### src/rtl/core/tts_pkg.sv
// Shared types and constants for the time-triggered task scheduler.
// No dependencies.
package tts_pkg;

  localparam int TASK_SLOTS = 8;
  localparam int SLOT_W     = (TASK_SLOTS > 1) ? $clog2(TASK_SLOTS) : 1;
  localparam int CD_W       = 17;

  typedef enum logic [1:0] {
    FN_ADD      = 2'd0,
    FN_START    = 2'd1,
    FN_TICK     = 2'd2,
    FN_DISPATCH = 2'd3
  } func_t;

  typedef enum logic [2:0] {
    F_NONE        = 3'd0,
    F_COPY        = 3'd1,
    F_RUNNING     = 3'd2,
    F_FULL        = 3'd3,
    F_ZERO_PERIOD = 3'd4
  } fault_t;

  typedef struct packed {
    func_t       func;
    logic [15:0] handle;
    logic [15:0] delay;
    logic [15:0] period;
    logic [15:0] worst;
    logic [15:0] best;
  } cmd_t;

  typedef struct packed {
    logic        due;
    logic [2:0]  slot;
    logic [15:0] handle;
    logic [15:0] worst;
    logic [15:0] best;
    fault_t      fault;
    logic        more;
    logic        last;
  } res_t;

endpackage

### src/rtl/core/time_triggered_task_scheduler.sv
// Time-triggered task scheduler top level: front queue, executor, result queue.
// Add, start and tick are each executed directly from idle; dispatch with a
// pending tick walks the table one slot per cycle while the result queue is not
// full, then pushes the last held result, or an empty one, marked last.
// Synchronous active-low reset empties both queues, clears pending ticks,
// stops the scheduler and frees all slots. Depends on tts_pkg, tts_front, tts_exec and tts_outq.
module time_triggered_task_scheduler (
  input  logic        clk,
  input  logic        rst_n,
  input  logic        in_push,
  output logic        in_full,
  input  logic [1:0]  in_func,
  input  logic [15:0] in_task_handle,
  input  logic [15:0] in_first_delay,
  input  logic [15:0] in_period,
  input  logic [15:0] in_worst_time,
  input  logic [15:0] in_best_time,
  output logic        out_empty,
  input  logic        out_pop,
  output logic        out_task_due,
  output logic [2:0]  out_due_slot,
  output logic [15:0] out_due_handle,
  output logic [15:0] out_due_worst_time,
  output logic [15:0] out_due_best_time,
  output logic [2:0]  out_fault_code,
  output logic        out_more_pending,
  output logic        out_last
);
  import tts_pkg::*;

  cmd_t cmd;
  logic cmd_valid, cmd_take;
  res_t res, head;
  logic res_push, res_full;

  tts_front u_front (
    .clk, .rst_n, .in_push, .in_full, .in_func, .in_task_handle, .in_first_delay,
    .in_period, .in_worst_time, .in_best_time,
    .cmd_valid, .cmd, .cmd_take
  );

  tts_exec u_exec (
    .clk, .rst_n, .cmd_valid, .cmd, .cmd_take, .res_push, .res, .res_full
  );

  tts_outq u_outq (
    .clk, .rst_n, .push(res_push), .din(res), .full(res_full),
    .pop(out_pop), .empty(out_empty), .dout(head)
  );

  assign out_task_due       = head.due;
  assign out_due_slot       = head.slot;
  assign out_due_handle     = head.handle;
  assign out_due_worst_time = head.worst;
  assign out_due_best_time  = head.best;
  assign out_fault_code     = head.fault;
  assign out_more_pending   = head.more;
  assign out_last           = head.last;

endmodule

### src/rtl/core/tts_front.sv
// Front end: accepts items and decodes the function into a two-entry queue.
// Depends on tts_pkg.
module tts_front (
  input  logic               clk,
  input  logic               rst_n,
  input  logic               in_push,
  output logic               in_full,
  input  logic [1:0]         in_func,
  input  logic [15:0]        in_task_handle,
  input  logic [15:0]        in_first_delay,
  input  logic [15:0]        in_period,
  input  logic [15:0]        in_worst_time,
  input  logic [15:0]        in_best_time,
  output logic               cmd_valid,
  output tts_pkg::cmd_t      cmd,
  input  logic               cmd_take
);
  import tts_pkg::*;

  cmd_t       q_r [2];
  logic       wp_r, rp_r;
  logic [1:0] cnt_r;
  logic       wr, rd;
  cmd_t       in_cmd;

  always_comb begin
    in_cmd.func   = func_t'(in_func);
    in_cmd.handle = in_task_handle;
    in_cmd.delay  = in_first_delay;
    in_cmd.period = in_period;
    in_cmd.worst  = in_worst_time;
    in_cmd.best   = in_best_time;
  end

  assign in_full   = (cnt_r == 2'd2);
  assign cmd_valid = (cnt_r != 2'd0);
  assign cmd       = q_r[rp_r];
  assign wr        = in_push && !in_full;
  assign rd        = cmd_take && cmd_valid;

  always_ff @(posedge clk) begin
    if (!rst_n) begin
      wp_r  <= 1'b0;
      rp_r  <= 1'b0;
      cnt_r <= 2'd0;
    end else begin
      if (wr) wp_r <= ~wp_r;
      if (rd) rp_r <= ~rp_r;
      cnt_r <= cnt_r + {1'b0, wr} - {1'b0, rd};
    end
  end

  always_ff @(posedge clk) begin
    if (wr) q_r[wp_r] <= in_cmd;
  end

endmodule

### src/rtl/core/tts_outq.sv
// Result queue, four entries, between the executor and the out_ ports.
// Depends on tts_pkg.
module tts_outq (
  input  logic          clk,
  input  logic          rst_n,
  input  logic          push,
  input  tts_pkg::res_t din,
  output logic          full,
  input  logic          pop,
  output logic          empty,
  output tts_pkg::res_t dout
);
  import tts_pkg::*;

  res_t       q_r [4];
  logic [1:0] wp_r, rp_r;
  logic [2:0] cnt_r;
  logic       wr, rd;

  assign full  = (cnt_r == 3'd4);
  assign empty = (cnt_r == 3'd0);
  assign dout  = q_r[rp_r];
  assign wr    = push && !full;
  assign rd    = pop && !empty;

  always_ff @(posedge clk) begin
    if (!rst_n) begin
      wp_r  <= 2'd0;
      rp_r  <= 2'd0;
      cnt_r <= 3'd0;
    end else begin
      if (wr) wp_r <= wp_r + 2'd1;
      if (rd) rp_r <= rp_r + 2'd1;
      cnt_r <= cnt_r + {2'b0, wr} - {2'b0, rd};
    end
  end

  always_ff @(posedge clk) begin
    if (wr) q_r[wp_r] <= din;
  end

  a_no_overpush: assert property (@(posedge clk) disable iff (!rst_n)
    push |-> !full) else $error("result pushed into full queue");
  a_cnt_range: assert property (@(posedge clk) disable iff (!rst_n)
    cnt_r <= 3'd4) else $error("result queue count out of range");

endmodule

### src/rtl/core/tts_exec.sv
// Back end: task table with inverted copies, tick counter and dispatch walk.
// Depends on tts_pkg.
module tts_exec (
  input  logic          clk,
  input  logic          rst_n,
  input  logic          cmd_valid,
  input  tts_pkg::cmd_t cmd,
  output logic          cmd_take,
  output logic          res_push,
  output tts_pkg::res_t res,
  input  logic          res_full
);
  import tts_pkg::*;

  typedef enum logic [2:0] {
    ST_IDLE  = 3'b001,
    ST_WALK  = 3'b010,
    ST_FLUSH = 3'b100
  } state_t;

  localparam logic [SLOT_W-1:0] LAST_IDX = SLOT_W'(TASK_SLOTS - 1);

  state_t            st_r, st_nxt;
  logic [31:0]       pend_r, pend_inv_r;
  logic              run_r, run_inv_r;
  logic [15:0]       hdl_r [TASK_SLOTS];
  logic [15:0]       hdl_inv_r [TASK_SLOTS];
  logic [CD_W-1:0]   cd_r [TASK_SLOTS];
  logic [CD_W-1:0]   cd_inv_r [TASK_SLOTS];
  logic [15:0]       per_r [TASK_SLOTS];
  logic [15:0]       per_inv_r [TASK_SLOTS];
  logic [31:0]       tb_r [TASK_SLOTS];
  logic [31:0]       tb_inv_r [TASK_SLOTS];
  logic [SLOT_W-1:0] idx_r;
  res_t              held_r;
  logic              held_v_r;
  logic              more_r;

  logic              free_v;
  logic [SLOT_W-1:0] free_idx;
  fault_t            add_fault, tick_fault;
  logic              run_bad;
  logic              slot_used, slot_ok, slot_due;
  logic [CD_W-1:0]   cd_dec, cd_new;
  logic [31:0]       pend_dec;
  res_t              nil_res, walk_res;
  logic              go;

  always_comb begin
    free_v   = 1'b0;
    free_idx = '0;
    for (int i = TASK_SLOTS - 1; i >= 0; i--) begin
      if (hdl_r[i] == 16'd0) begin
        free_v   = 1'b1;
        free_idx = SLOT_W'(i);
      end
    end
  end

  assign run_bad = (run_r != ~run_inv_r);
  assign pend_dec = pend_r - 32'd1;

  always_comb begin
    if (run_bad)                add_fault = F_COPY;
    else if (run_r)             add_fault = F_RUNNING;
    else if (!free_v)           add_fault = F_FULL;
    else if (cmd.period == '0)  add_fault = F_ZERO_PERIOD;
    else                        add_fault = F_NONE;
    tick_fault = (run_bad || pend_r != ~pend_inv_r) ? F_COPY : F_NONE;
  end

  assign slot_used = (hdl_r[idx_r] != 16'd0);
  assign slot_ok   = (hdl_r[idx_r] == ~hdl_inv_r[idx_r]) &&
                     (cd_r[idx_r] == ~cd_inv_r[idx_r]) &&
                     (per_r[idx_r] == ~per_inv_r[idx_r]) &&
                     (tb_r[idx_r] == ~tb_inv_r[idx_r]);
  assign cd_dec    = cd_r[idx_r] - CD_W'(1);
  assign slot_due  = (cd_dec == '0);
  assign cd_new    = slot_due ? CD_W'(per_r[idx_r]) : cd_dec;

  always_comb begin
    walk_res        = '0;
    walk_res.slot   = 3'(idx_r);
    walk_res.more   = more_r;
    if (!slot_ok) begin
      walk_res.fault = F_COPY;
    end else begin
      walk_res.due    = 1'b1;
      walk_res.handle = hdl_r[idx_r];
      walk_res.worst  = tb_r[idx_r][31:16];
      walk_res.best   = tb_r[idx_r][15:0];
    end
  end

  assign go = !res_full;

  always_comb begin
    st_nxt   = st_r;
    cmd_take = 1'b0;
    res_push = 1'b0;
    nil_res  = '0;
    nil_res.last = 1'b1;
    nil_res.more = (pend_r != 32'd0);
    res      = nil_res;
    unique case (st_r)
      ST_IDLE: begin
        if (cmd_valid && go) begin
          cmd_take = 1'b1;
          res_push = 1'b1;
          case (cmd.func)
            FN_ADD:  res.fault = add_fault;
            FN_TICK: begin
              res.fault = tick_fault;
              if (tick_fault == F_NONE) res.more = 1'b1;
            end
            FN_DISPATCH: begin
              if (pend_r != 32'd0) begin
                res_push = 1'b0;
                st_nxt   = ST_WALK;
              end
            end
            default: ;
          endcase
        end
      end
      ST_WALK: begin
        if (go) begin
          if (slot_used && (!slot_ok || slot_due) && held_v_r) begin
            res_push = 1'b1;
            res      = held_r;
          end
          if (idx_r == LAST_IDX) st_nxt = ST_FLUSH;
        end
      end
      ST_FLUSH: begin
        if (go) begin
          res_push = 1'b1;
          if (held_v_r) begin
            res      = held_r;
            res.last = 1'b1;
          end else begin
            res.more = more_r;
          end
          st_nxt = ST_IDLE;
        end
      end
      default: st_nxt = ST_IDLE;
    endcase
  end

  always_ff @(posedge clk) begin
    if (!rst_n) begin
      st_r       <= ST_IDLE;
      pend_r     <= '0;
      pend_inv_r <= '1;
      run_r      <= 1'b0;
      run_inv_r  <= 1'b1;
      idx_r      <= '0;
      held_v_r   <= 1'b0;
      more_r     <= 1'b0;
      for (int i = 0; i < TASK_SLOTS; i++) begin
        hdl_r[i]     <= '0;
        hdl_inv_r[i] <= '1;
      end
    end else begin
      st_r <= st_nxt;
      if (cmd_take) begin
        case (cmd.func)
          FN_ADD: begin
            if (add_fault == F_NONE) begin
              hdl_r[free_idx]     <= cmd.handle;
              hdl_inv_r[free_idx] <= ~cmd.handle;
            end
          end
          FN_START: begin
            run_r     <= 1'b1;
            run_inv_r <= 1'b0;
          end
          FN_TICK: begin
            if (tick_fault == F_NONE && pend_r != '1) begin
              pend_r     <= pend_r + 32'd1;
              pend_inv_r <= ~(pend_r + 32'd1);
            end
          end
          FN_DISPATCH: begin
            if (pend_r != 32'd0) begin
              pend_r     <= pend_dec;
              pend_inv_r <= ~pend_dec;
              more_r     <= (pend_dec != 32'd0);
              idx_r      <= '0;
              held_v_r   <= 1'b0;
            end
          end
          default: ;
        endcase
      end
      if (st_r == ST_WALK && go) begin
        if (slot_used && (!slot_ok || slot_due)) held_v_r <= 1'b1;
        if (idx_r != LAST_IDX) idx_r <= idx_r + SLOT_W'(1);
      end
    end
  end

  always_ff @(posedge clk) begin
    if (cmd_take && cmd.func == FN_ADD && add_fault == F_NONE) begin
      cd_r[free_idx]      <= CD_W'(cmd.delay) + CD_W'(1);
      cd_inv_r[free_idx]  <= ~(CD_W'(cmd.delay) + CD_W'(1));
      per_r[free_idx]     <= cmd.period;
      per_inv_r[free_idx] <= ~cmd.period;
      tb_r[free_idx]      <= {cmd.worst, cmd.best};
      tb_inv_r[free_idx]  <= ~{cmd.worst, cmd.best};
    end
    if (st_r == ST_WALK && go && slot_used) begin
      if (slot_ok) begin
        cd_r[idx_r]     <= cd_new;
        cd_inv_r[idx_r] <= ~cd_new;
      end
      if (!slot_ok || slot_due) held_r <= walk_res;
    end
  end

  a_take_idle: assert property (@(posedge clk) disable iff (!rst_n)
    cmd_take |-> st_r == ST_IDLE) else $error("command taken mid-walk");
  a_walk_start: assert property (@(posedge clk) disable iff (!rst_n)
    (st_r == ST_IDLE && st_nxt == ST_WALK) |=> idx_r == '0 && !held_v_r)
    else $error("walk did not start at slot zero");
  a_flush_last: assert property (@(posedge clk) disable iff (!rst_n)
    (st_r == ST_FLUSH && res_push) |-> res.last) else $error("flush without last");

endmodule

### config.mk
export PLATFORM = sky130hd
export DESIGN_NAME = time_triggered_task_scheduler
export DESIGN_NICKNAME = d
export VERILOG_FILES = /design/src/rtl/core/tts_pkg.sv /design/src/rtl/core/time_triggered_task_scheduler.sv /design/src/rtl/core/tts_front.sv /design/src/rtl/core/tts_outq.sv /design/src/rtl/core/tts_exec.sv
export SDC_FILE = /design/constraint.sdc
export NUM_CORES = 2
export LEC_CHECK = 0
export BUFFER_PORTS_ARGS = -buffer_cell sky130_fd_sc_hd__buf_2
export CAP_MARGIN = 10
export CORE_MARGIN = 10
export CORE_UTILIZATION = 55
export DETAILED_ROUTE_END_ITERATION = 8
export PLACE_DENSITY = 0.73
export SLEW_MARGIN = 10
export SYNTH_ARGS = -nofsm -noshare
export SYNTH_HDL_FRONTEND = slang
export SYNTH_SLANG_ARGS = --single-unit
### constraint.sdc
create_clock -name clk -period 8.86 [get_ports clk]
set_clock_uncertainty 0.05 [all_clocks]
set_input_delay 0.443 -clock clk [delete_from_list [all_inputs] [get_ports clk]]
set_output_delay 0.443 -clock clk [all_outputs]
set_load 0.005 [all_outputs]
==> out/summary.txt <==
SYNTH
------------------------------------------------------------------------------
Synth cell types                                                            92
Count of state elements after synthesis                                  1,830
Number of instances in the synthesized netlist                           4,486
Most frequent cells after synthesis                               sky130_fd_sc_hd__edfxtp_1 (1,742), sky130_fd_sc_hd__nand2_1 (318), sky130_fd_sc_hd__mux2i_1 (285)
Cell area after technology mapping                                76,000 sq um
Proportion of synthesized chip area in sequential cells                  0.712
Most instantiated library cell after synthesis                    sky130_fd_sc_hd__edfxtp_1
Syn Area/Cell                                                       16.9 sq um
Top area cells in the synthesized netlist                         sky130_fd_sc_hd__edfxtp_1 (69%), sky130_fd_sc_hd__mux4_2 (7.8%), sky130_fd_sc_hd__mux2i_1 (3.8%)
Cell taking the most area after synthesis                         sky130_fd_sc_hd__edfxtp_1
Post-synth EDFFs                                                         1,742
Most used DFF post-synth                                          sky130_fd_sc_hd__edfxtp_1
Post-synthesis async set-or-reset flop share                                 0
Post-Syn Nets                                                            4,589
Yosys top cell area share                                                0.689
Yosys synthesis warning count                                                0

PLACED DESIGN
------------------------------------------------------------------------------
RePlAce Congestion                                                       0.959
Port bufs                                                                  144
DPL Wire Length                                                     118,000 um
Pre-CTS setup slack                                                    1740 ps

CLOCK NETWORK
------------------------------------------------------------------------------
CTS HTree Levels                                                             4
Worst-Skew Late Latency                                                 820 ps
Clock sink count                                                         1,830
Count of cells resized by post-cts repair                                    0
Buffer count from post-CTS setup fixing                                      0
CTS tree                                                                   yes
Post-CTS Hold Buffers                                                       82
Clock transition at path regs                                            60 ps
Root Buffer Master                                                sky130_fd_sc_hd__clkbuf_16
Max Buffers Root-to-Sink                                                     3
Number of buffers created by CTS                                           180

TIMING
------------------------------------------------------------------------------
RSZ-0062 raised after global routing                                     false
Relative max-transition margin                                           0.119
Setup violations, final                                                      0
Final-report max-slew violation count                                        0
Final TNS setup                                                           0 ps
Worst Setup Slack, final                                               1690 ps
Final-report hold violation count                                            0
Fin crit period                                                        7170 ps
Worst Tran Pin Value                                                   1290 ps
Post-route fraction of the period consumed by the critical path          0.809
Max Freq                                                               139 MHz

HOLD PATH
------------------------------------------------------------------------------
Hold Path Class                                                   input pin to flop

POWER AND IR DROP
------------------------------------------------------------------------------
Maximum resistive drop on vdd                                           188 uV
Power density of the placed cells                                  251 nW/um^2
Leak pwr                                                               27.1 nW
Share of power burned in registers                                       0.500
Reported net switching power                                           5.60 mW
Share of total power in combinational logic                              0.151
Share of total power in the clock network                                0.350
Switching power as a share of total power                                0.262
Internal Pwr Total                                                     15.8 mW

CRITICAL PATH
------------------------------------------------------------------------------
Sort of element at the end of the critical path                           flop
Crit path arrival time                                                 7580 ps
Critical Path Fanout Max                                                    90
Crit path required time                                                9270 ps
Setup slack of the most critical reg-to-reg path                       1690 ps
Crit Path Class                                                   flop to flop
Kind of start point of the critical path                                  flop

FLOORPLAN
------------------------------------------------------------------------------
Std-Cell Core Area                                                137,000 sq um
Count of standard-cell rows                                                136
Die boundary height                                                     392 um
Die Area                                                          153,000 sq um
Floorplan die width                                                     392 um
Number of I/O pins                                                         145
Starting Density                                                         0.553

FINAL LAYOUT
------------------------------------------------------------------------------
Number of nets in the finished design                                    4,851
Sequential cell area                                              54,100 sq um
Area of the multi-input gates                                     20,300 sq um
Number of fill cells                                                     9,643
Share of layout cells above drive strength 1                             0.181
Relative area change from synthesis to final layout                      12.1%

DRT
------------------------------------------------------------------------------
Routed WL per cell                                                     27.8 um
Number of remaining DRC errors                                               0
Antenna Violating Nets Remaining                                             0
Count of TritonRoute iterations in the first routing pass                    6
Via-to-Cell Ratio                                                         6.30
Total routed wirelength                                             186,000 um
Drt first-iter violations                                                5,095
Vias after detailed routing                                             42,200

GLOBAL ROUTING
------------------------------------------------------------------------------
Number of global-route vias before repair                               41,200
Pin count of the biggest net entering global routing                       107
M1 GR Usage                                                              0.345
Global-route wire length before repair                              276,000 um
Initial antenna violation count                                             10
GRT Overall Usage                                                        0.242
Met3 track demand over resource in global routing                       0.0490
Met2 track demand over resource                                          0.372
Layer with the highest usage after global routing                         met2
Leftover overflow at the end of global routing                               0

RUN
------------------------------------------------------------------------------
Max-cap violations                                                           0

STATUS
------------------------------------------------------------------------------
Result of the run                                                 complete, no violations

metrics by stage:
stage               hold WS, ps  instance area [sq um]  instances   util  total power, mW
floorplan                   371                  76000       4486      -             12.9
global placement            383                  78500       6278  0.572             14.0
detailed placement          403                  78500       6278  0.572             14.1
CTS                        82.8                  85200       6695  0.620             21.5
global route                150                  85200       6696  0.620             22.2
finish                      124                  85200       6697  0.620             21.4
logic make-up (layout without fill, tap and decap cells):
logic type                 count (synthesis)  after routing  share of synthesized area
and+or+nand+nor                          971            971                     0.0630
xor gates and xnor gates                 307            307                     0.0354
DFF                                     1830           1830                      0.712
adders and majority gates                 17             17                    0.00290
muxes                                    610            610                      0.126
buffers and inverters                    337            752                     0.0237
AOI/OAI and AO/OA                        414            414                     0.0369
other                                      0              2                          0
sequential cells by signal, summed over array words and instances, names as in the netlist, 3 cells and up, named ones only:
name               cells
u_exec.hdl_inv_r     128
u_exec.idx_r           3
u_exec.hdl_r         128
u_exec.pend_inv_r     32
u_exec.per_inv_r     128
u_outq.q_r           228
u_exec.tb_inv_r      256
u_front.q_r          164
u_exec.cd_inv_r      136
u_exec.pend_r         32
u_exec.per_r         128
u_exec.tb_r          256
u_exec.held_r         54
u_exec.cd_r          136
u_exec.st_r            3
u_outq.cnt_r           3
path summary, 6_finish.rpt:
check,from,end,depth (start not counted)
setup / recovery,u_exec.idx_r[1],u_exec.cd_r[0][9],11
hold / removal,in_push,u_front.wp_r,4
setup reg to reg,u_exec.idx_r[1],u_exec.cd_r[0][9],11
hold reg to reg,u_exec.more_r,u_exec.held_r[1],0
power by group through the flow:
stage / registers, mW / clock network [mW] / logic, mW
4_1_cts: 10.7 / 7.55 / 3.26
3_3_place_gp: 10.8 / 0 / 3.15
5_1_grt: 10.7 / 7.92 / 3.56
2_1_floorplan: 10.8 / 0 / 2.15
3_5_place_dp: 10.9 / 0 / 3.22
6_report: 10.7 / 7.48 / 3.22
critical path: stages, from the launching register on:
cell and delay, ps:
sky130_fd_sc_hd__dfxtp_4 780, sky130_fd_sc_hd__buf_12 500, sky130_fd_sc_hd__mux4_2 600, sky130_fd_sc_hd__mux2i_1 450, sky130_fd_sc_hd__xnor2_1 140, sky130_fd_sc_hd__nor4_1 970
sky130_fd_sc_hd__nand4_1 440, sky130_fd_sc_hd__nor4_4 550, sky130_fd_sc_hd__and3_1 880, sky130_fd_sc_hd__buf_4 390, sky130_fd_sc_hd__mux2i_1 630, sky130_fd_sc_hd__inv_1 290
per-layer routing:
metal | share of wire | vias to the layer above
met4 | 0.036 | 10
li1 | - | 18000
met2 | 0.46 | 2377
met1 | 0.40 | 21300
met5 | 0.00038 | -
met3 | 0.10 | 416
cells in the final DEF (no fill, tap or decap), types with 82 or more instances in the layout:
cell / netlist / layout
sky130_fd_sc_hd__mux2i_1: 285 / 284
sky130_fd_sc_hd__nor2_1: 248 / 238
sky130_fd_sc_hd__nand2_1: 318 / 317
sky130_fd_sc_hd__xor2_1: 170 / 170
sky130_fd_sc_hd__clkbuf_16: 0 / 186
sky130_fd_sc_hd__dlygate4sd3_1: 0 / 82
sky130_fd_sc_hd__mux4_2: 264 / 264
sky130_fd_sc_hd__inv_1: 99 / 98
sky130_fd_sc_hd__buf_2: 27 / 143
sky130_fd_sc_hd__xnor2_1: 137 / 137
sky130_fd_sc_hd__edfxtp_1: 1742 / 1742
cell type report:
type                       instances  share of cell area
antenna                            2           0.0000588
clock buffer                     216              0.0566
clock inverter                   119              0.0116
inverter                         102             0.00450
multi-input combinational       2319               0.238
sequential                      1830               0.635
tap                             1794              0.0264
timing repair buffer             315              0.0277
Power figures use the tool's default switching activity.
